## config.mk

```make
export PLATFORM = sky130hd
export DESIGN_NAME = lrmc_cell
export DESIGN_NICKNAME = d
export VERILOG_FILES = /design/src/rtl/core/lattice_rod_monte_carlo_step_defines.svh /design/src/rtl/core/lrmc_pkg.sv /design/src/rtl/core/lrmc_cell.sv
export SDC_FILE = /design/constraint.sdc
export NUM_CORES = 1
export LEC_CHECK = 0
export BUFFER_PORTS_ARGS = -buffer_cell sky130_fd_sc_hd__buf_2
export CAP_MARGIN = 10
export CORE_ASPECT_RATIO = 1.2
export CORE_UTILIZATION = 43
export CTS_CLUSTER_SIZE = 30
export DETAILED_ROUTE_END_ITERATION = 8
export PLACE_DENSITY = 0.82
export SETUP_SLACK_MARGIN = 0.2
export SYNTH_ARGS = -nofsm -noshare
export SYNTH_HDL_FRONTEND = slang
export SYNTH_SLANG_ARGS = --single-unit
```

## constraint.sdc

```tcl
create_clock -name clk -period 4.3 [get_ports clk]
set_clock_uncertainty 0.2 [all_clocks]
set_input_delay 0.86 -clock clk [delete_from_list [all_inputs] [get_ports clk]]
set_output_delay 0.86 -clock clk [all_outputs]
set_load 0.01 [all_outputs]
```

## src/rtl/core/lattice_rod_monte_carlo_step_defines.svh

```systemverilog
// Assertion macros shared by the lattice rod Monte Carlo step RTL.
// No dependencies; included by files that carry concurrent assertions.
`ifndef LATTICE_ROD_MONTE_CARLO_STEP_DEFINES_SVH
`define LATTICE_ROD_MONTE_CARLO_STEP_DEFINES_SVH

`ifndef SYNTHESIS
`define LRMC_ASSERT_IMPLY(lbl, clk, rst_n, ante, cons, msg) \
    lbl: assert property (@(posedge clk) disable iff (!rst_n) (ante) |-> (cons)) \
        else $error(msg);
`define LRMC_ASSERT_NEXT(lbl, clk, rst_n, ante, cons, msg) \
    lbl: assert property (@(posedge clk) disable iff (!rst_n) (ante) |=> (cons)) \
        else $error(msg);
`else
`define LRMC_ASSERT_IMPLY(lbl, clk, rst_n, ante, cons, msg)
`define LRMC_ASSERT_NEXT(lbl, clk, rst_n, ante, cons, msg)
`endif

`endif

```

## src/rtl/core/lrmc_pkg.sv

```systemverilog
// Package for the lattice rod Monte Carlo step: transaction structs, codes, constants.
// No dependencies.
package lrmc_pkg;

    localparam int COORD_W      = 6;
    localparam int LATTICE_SIZE = 2 ** COORD_W;
    localparam int FRAC_W       = 16;
    localparam int Z_W          = 16;
    localparam int TOTAL_W      = 10;

    typedef enum logic [2:0] {
        OUT_REJECT   = 3'd0,
        OUT_INSERTED = 3'd1,
        OUT_BLOCKED  = 3'd2,
        OUT_REMOVED  = 3'd3,
        OUT_EMPTY    = 3'd4
    } outcome_t;

    typedef enum logic [1:0] {
        CELL_HOLD   = 2'd0,
        CELL_ROTATE = 2'd1,
        CELL_LOAD   = 2'd2
    } cell_op_t;

    typedef struct packed {
        logic               action;
        logic               is_horizontal;
        logic [COORD_W-1:0] cell_x;
        logic [COORD_W-1:0] cell_y;
        logic [FRAC_W-1:0]  accept_fraction;
        logic [FRAC_W-1:0]  pick_fraction;
    } req_t;

    typedef struct packed {
        outcome_t           outcome;
        logic [TOTAL_W-1:0] horizontal_total;
        logic [TOTAL_W-1:0] vertical_total;
        logic [COORD_W-1:0] removed_x;
        logic [COORD_W-1:0] removed_y;
        logic               removed_horizontal;
    } rsp_t;

    typedef struct packed {
        logic [COORD_W-1:0] x;
        logic [COORD_W-1:0] y;
        logic               horiz;
    } rod_t;

endpackage

```

## src/rtl/core/lrmc_cell.sv

```systemverilog
// One slot of the rod list chain: holds one rod, takes its neighbor, the head or a new rod.
// Depends on lrmc_pkg.
module lrmc_cell #(
    parameter int INDEX_W = 10,
    parameter int INDEX   = 0
) (
    input  logic                   clk,
    input  lrmc_pkg::cell_op_t     op,
    input  logic [INDEX_W-1:0]     last_idx,
    input  lrmc_pkg::rod_t         next_entry,
    input  lrmc_pkg::rod_t         head_entry,
    input  lrmc_pkg::rod_t         load_entry,
    output lrmc_pkg::rod_t         entry
);
    import lrmc_pkg::*;

    localparam logic [INDEX_W-1:0] MY_IDX = INDEX_W'(INDEX);

    rod_t entry_reg;
    rod_t entry_next;
    logic is_last;

    assign is_last = (last_idx == MY_IDX);

    always_comb
    begin
        entry_next = entry_reg;
        unique case (op)
            CELL_ROTATE: entry_next = is_last ? head_entry : next_entry;
            CELL_LOAD:
            begin
                if (is_last)
                begin
                    entry_next = load_entry;
                end
            end
            default: entry_next = entry_reg;
        endcase
    end

    always_ff @(posedge clk)
    begin
        entry_reg <= entry_next;
    end

    assign entry = entry_reg;

endmodule

```

* Word level (Yosys, flattened, before mapping)
Cells that the tools add are included.
** Storage, ports and cells
- Register bits :: 13
- Input port bits :: 52
- Logic and storage cells :: 12
** Cells by class
- Equality and inequality tests :: 3
- Multiplexer cells :: 3
- Reduce and logical (&&, ||, !) cells :: 3
** Operators with widths (number)
- $mux W13 :: 2
- $pmux W13 S2 :: 1
- $logic_not A10 Y1 :: 1
- $eq A2 B1 Y1 const B :: 1
- $eq A2 B2 Y1 const B :: 1
- $ne A2 B2 Y1 const B :: 1
- $reduce_and A2 Y1 :: 1
- $reduce_bool A2 Y1 :: 1

* Longest topological paths before layout
- Depth after elaboration :: 3
- Mapped depth :: 5
- Gate-level depth less buffers :: 3

* Worst setup path after synthesis
No wires, ideal clock.
- Kind :: input to register
- Start point :: in last_idx[9]
- End point :: reg entry_reg, in the netlist entry[0] (enable)
- Setup time :: 0.384 ns
- Arrival time :: 2.243 ns
- Required time :: 3.716 ns
- Setup slack :: 1.472 ns
- Stages on the path :: 4
- Path buffers :: 1
- Cells stage by stage :: nor4_2 buf_2 nand3_1 o21ai_1
** Between the ends
- Cells in the longest elaborated chain, start to end :: 3
** RTL lines
- from (decl) :: line lrmc_cell.sv:9 : input logic [INDEX_W-1:0] last_idx,
- $logic_not A10 Y1 :: line lrmc_cell.sv:23 : assign is_last = (last_idx == MY_IDX);
- $ne A2 B2 Y1 (no source line)
- $reduce_and A2 Y1 (no source line)
- to (signal assigned) :: line lrmc_cell.sv:43 : entry_reg <= entry_next;
- to (decl) :: line lrmc_cell.sv:19 : rod_t entry_reg;
No other way between the ends.
A chain may end at the register's enable or synchronous reset.

* Final worst setup path
- Start point :: in op[0]
- End point :: reg entry_reg, in the netlist entry[10] (enable)
** Between the ends
- Cells in the longest elaborated chain, start to end :: 3
- Elaborated cells on any way between the ends :: 5
- Classes of those cells :: eq/ne (3); reduce/logical (2)
** RTL lines
- from (decl) :: line lrmc_cell.sv:8 : input lrmc_pkg::cell_op_t op,
- $eq A2 B2 Y1 or $eq A2 B1 Y1 (tied branches) :: line lrmc_cell.sv:28 : unique case (op)
- $ne A2 B2 Y1 (no source line) or $reduce_bool A2 Y1 (tied branches)
- $reduce_and A2 Y1 (no source line) *
Every way passes the cells marked *; elsewhere a longest branch is shown, timed or not.

==> metrics.md <==
| Metric | Value |
|---|---|
| Switching Fraction | 25.26% |
| Postcts setup bufs | 0 |
| Pwr per Cell Area | 241.5 mW/mm^2 |
| DR iter-0 viols | 37 |
| Max reg flops | 13 |
| Sequential share of power | 51.7% |
| Die Wd | 43.41 um |
| Max FO, Critical Path | 27 |
| Arr. time, crit path | 2.47 ns |
| Full die area | 0.002243 mm^2 |
| Final Instance Area | 0.001222 mm^2 |
| CP Class | in -> reg |
| Hold WC Path Type | in -> reg |
| Most common cell after layout, fill and taps aside | buf_2 |
| Slack of the critical path | 1.526 ns |
| Reg clk slew, reported paths | 0.07 ns |
| Diode count | 0 |
| Sequential share of the synthesized area | 44.13% |
| YS warnings | 0 |
| Synth Instances | 84 |
| Placed instance count | 161 |
| Final std cells w/o fill | 165 |
| Top Ports | 65 |
| Final WL | 2135 um |
| Crit path launch type | primary input |
| Share of cells above drive strength 1 | 58.22% |
| Resized Gates After CTS | 0 |
| H-tree Lvls | 1 |
| Hold Violations, Final | 0 |
| Number of setup violations in the final report | 0 |
| Reg area | 390.4 um^2 |
| CTS Hold Bufs | 0 |
| DRC | 10 |
| Max VDD drop | 97.44 uV |
| CP delay by family, top | compound AO/OA/AOI/OAI gates |
| Core area | 0.001893 mm^2 |
| FILL cells | 159 |
| Net Count, Synth | 136 |
| Clock group share of total power | 24.1% |
| Area taken by multi-input logic gates | 439.2 um^2 |
| Final Core Density | 64.57% |
| Post-Syn Area | 884.6 um^2 |
| Max incr delay on CP | 0.99 ns |
| Row count | 17 |
| All-Layer GR Usage | 20.26% |
| Largest net degree at the start of global routing | 28 |
| Slowest CP cell | o21ai_1 |
| Outcome | complete, but fails checks |
| Slew Limit Fails | 0 |
| First-pass GRT wire length | 3332 um |
| Max Buffers Root-to-Sink | 2 |
| Top cell type's share of synthesized area | 44.13% |
| Grt total ovfl | 0 |
| Period minus WS final | 2.774 ns |
| Final ANT Viol Nets | 0 |
| Switching Power | 0.07455 mW |
| Placed cell areas | 0.001196 mm^2 |
| Routed WL per cell | 12.94 um |
| Max Fclk | 360.5 MHz |
| Int Power | 0.2206 mW |
| Max-Cap Viols | 0 |
| Register bit total from synthesis | 13 |
| CTS tree | done |
| TritonCTS Sinks | 13 |
| Distinct cells, synth | 17 |
| Worst-path cell chain | buf_2 > nand2b_1 > o21ai_1 |
| Slew @ Worst Pin | 1.013 ns |
| Yosys top cell by area | edfxtp_1 |
| Worst endpoint required time | 3.99 ns |
| Fin nets | 199 |
| Initial antenna violation count | 0 |
| IO buf count | 64 |
| Commonest non-fill, non-tap cells in the layout | buf_2 (64), nor2_1 (14), nand4_1 (13), a31oi_1 (13), edfxtp_1 (13) |
| Worst path bufs/invs | 1 |
| Root buffer cell | clkbuf_4 |
| Comb pwr share | 24.2% |
| Top post-synthesis cells by area | edfxtp_1 (44%), o31ai_2 (14%), a31oi_1 (9.2%) |
| Static leakage | 0.4987 nW |
| TritonCTS Buffers | 3 |
| Dpl ws | 1.232 ns |
| Routed vias/inst | 5.612 |
| Area Overhead vs Synth | 38.19% |
| RSZ-0062 raised after global routing | no |
| GP Congestion | 0.9201 |
| Post-Syn Area per Cell | 10.53 um^2 |
| Violated checks | design-rule violations |
| Final TNS setup | 0 ns |
| Setup crit end kind | register |
| Slew headroom | 32.01% |
| Fin crit share | 64.51% |
| Initial core utilization | 46.73% |
| Chip Height | 51.69 um |
| Vias post-DR | 926 |
| Vias in the first global route | 834 |
| Drt first pass iters | 6 |
cell type report:
| type | count | share of cell area, % |
|---|---|---|
| clock buffers | 4 | 2.149 |
| multi-input cells | 62 | 35.93 |
| flip-flops and latches | 13 | 31.93 |
| well taps | 19 | 1.945 |
| repair buffers | 67 | 28.05 |
synth_stat cells, drive strengths merged:
cell type  count
buf            6
nand4         13
o31ai         13
nor2          14
clkbuf         3
nand2b         2
nand3          1
nor4           2
o21ai          1
or4            2
or2            1
edfxtp        13
a31oi         13
power by group through the flow:
stage          Clock [mW]  Combinational, mW  Sequential (mW)
3_3_place_gp            0             0.0698            0.155
3_5_place_dp            0             0.0713            0.156
5_1_grt            0.0802             0.0778            0.154
4_1_cts            0.0725             0.0715            0.153
6_report           0.0711             0.0714            0.153
2_1_floorplan           0             0.0286            0.161
metal layers:
metal | share of wire, % | track usage [%] | wire length [um]
met4 | 1.6 | 14.06 | 35
met5 | 0 | 0 | 0
met2 | 51 | 33.84 | 1098
met3 | 7.1 | 2.431 | 152
met1 | 40 | 23.95 | 850
through the flow:
stage | hold slack [ns] | power [mW]
floorplan | 0.9137 | 0.1900
global placement | 1.031 | 0.2251
detailed placement | 1.025 | 0.2270
CTS | 0.7464 | 0.2968
global route | 0.7586 | 0.3117
finish | 0.7529 | 0.2952
logic make-up after synthesis:
group | share of synthesized area [%]
simple gates | 23.20
buf+inv | 6.223
compound gates | 26.45
flops | 44.13
worst paths after layout:
kind | cells past startpoint | endpoint | slack (ns) | startpoint
setup / recovery | 3 | entry[10] | 1.53 | op[0]
hold / removal | 3 | entry[11] | 0.75 | load_entry[11]
(Power assumes the default switching activity.)
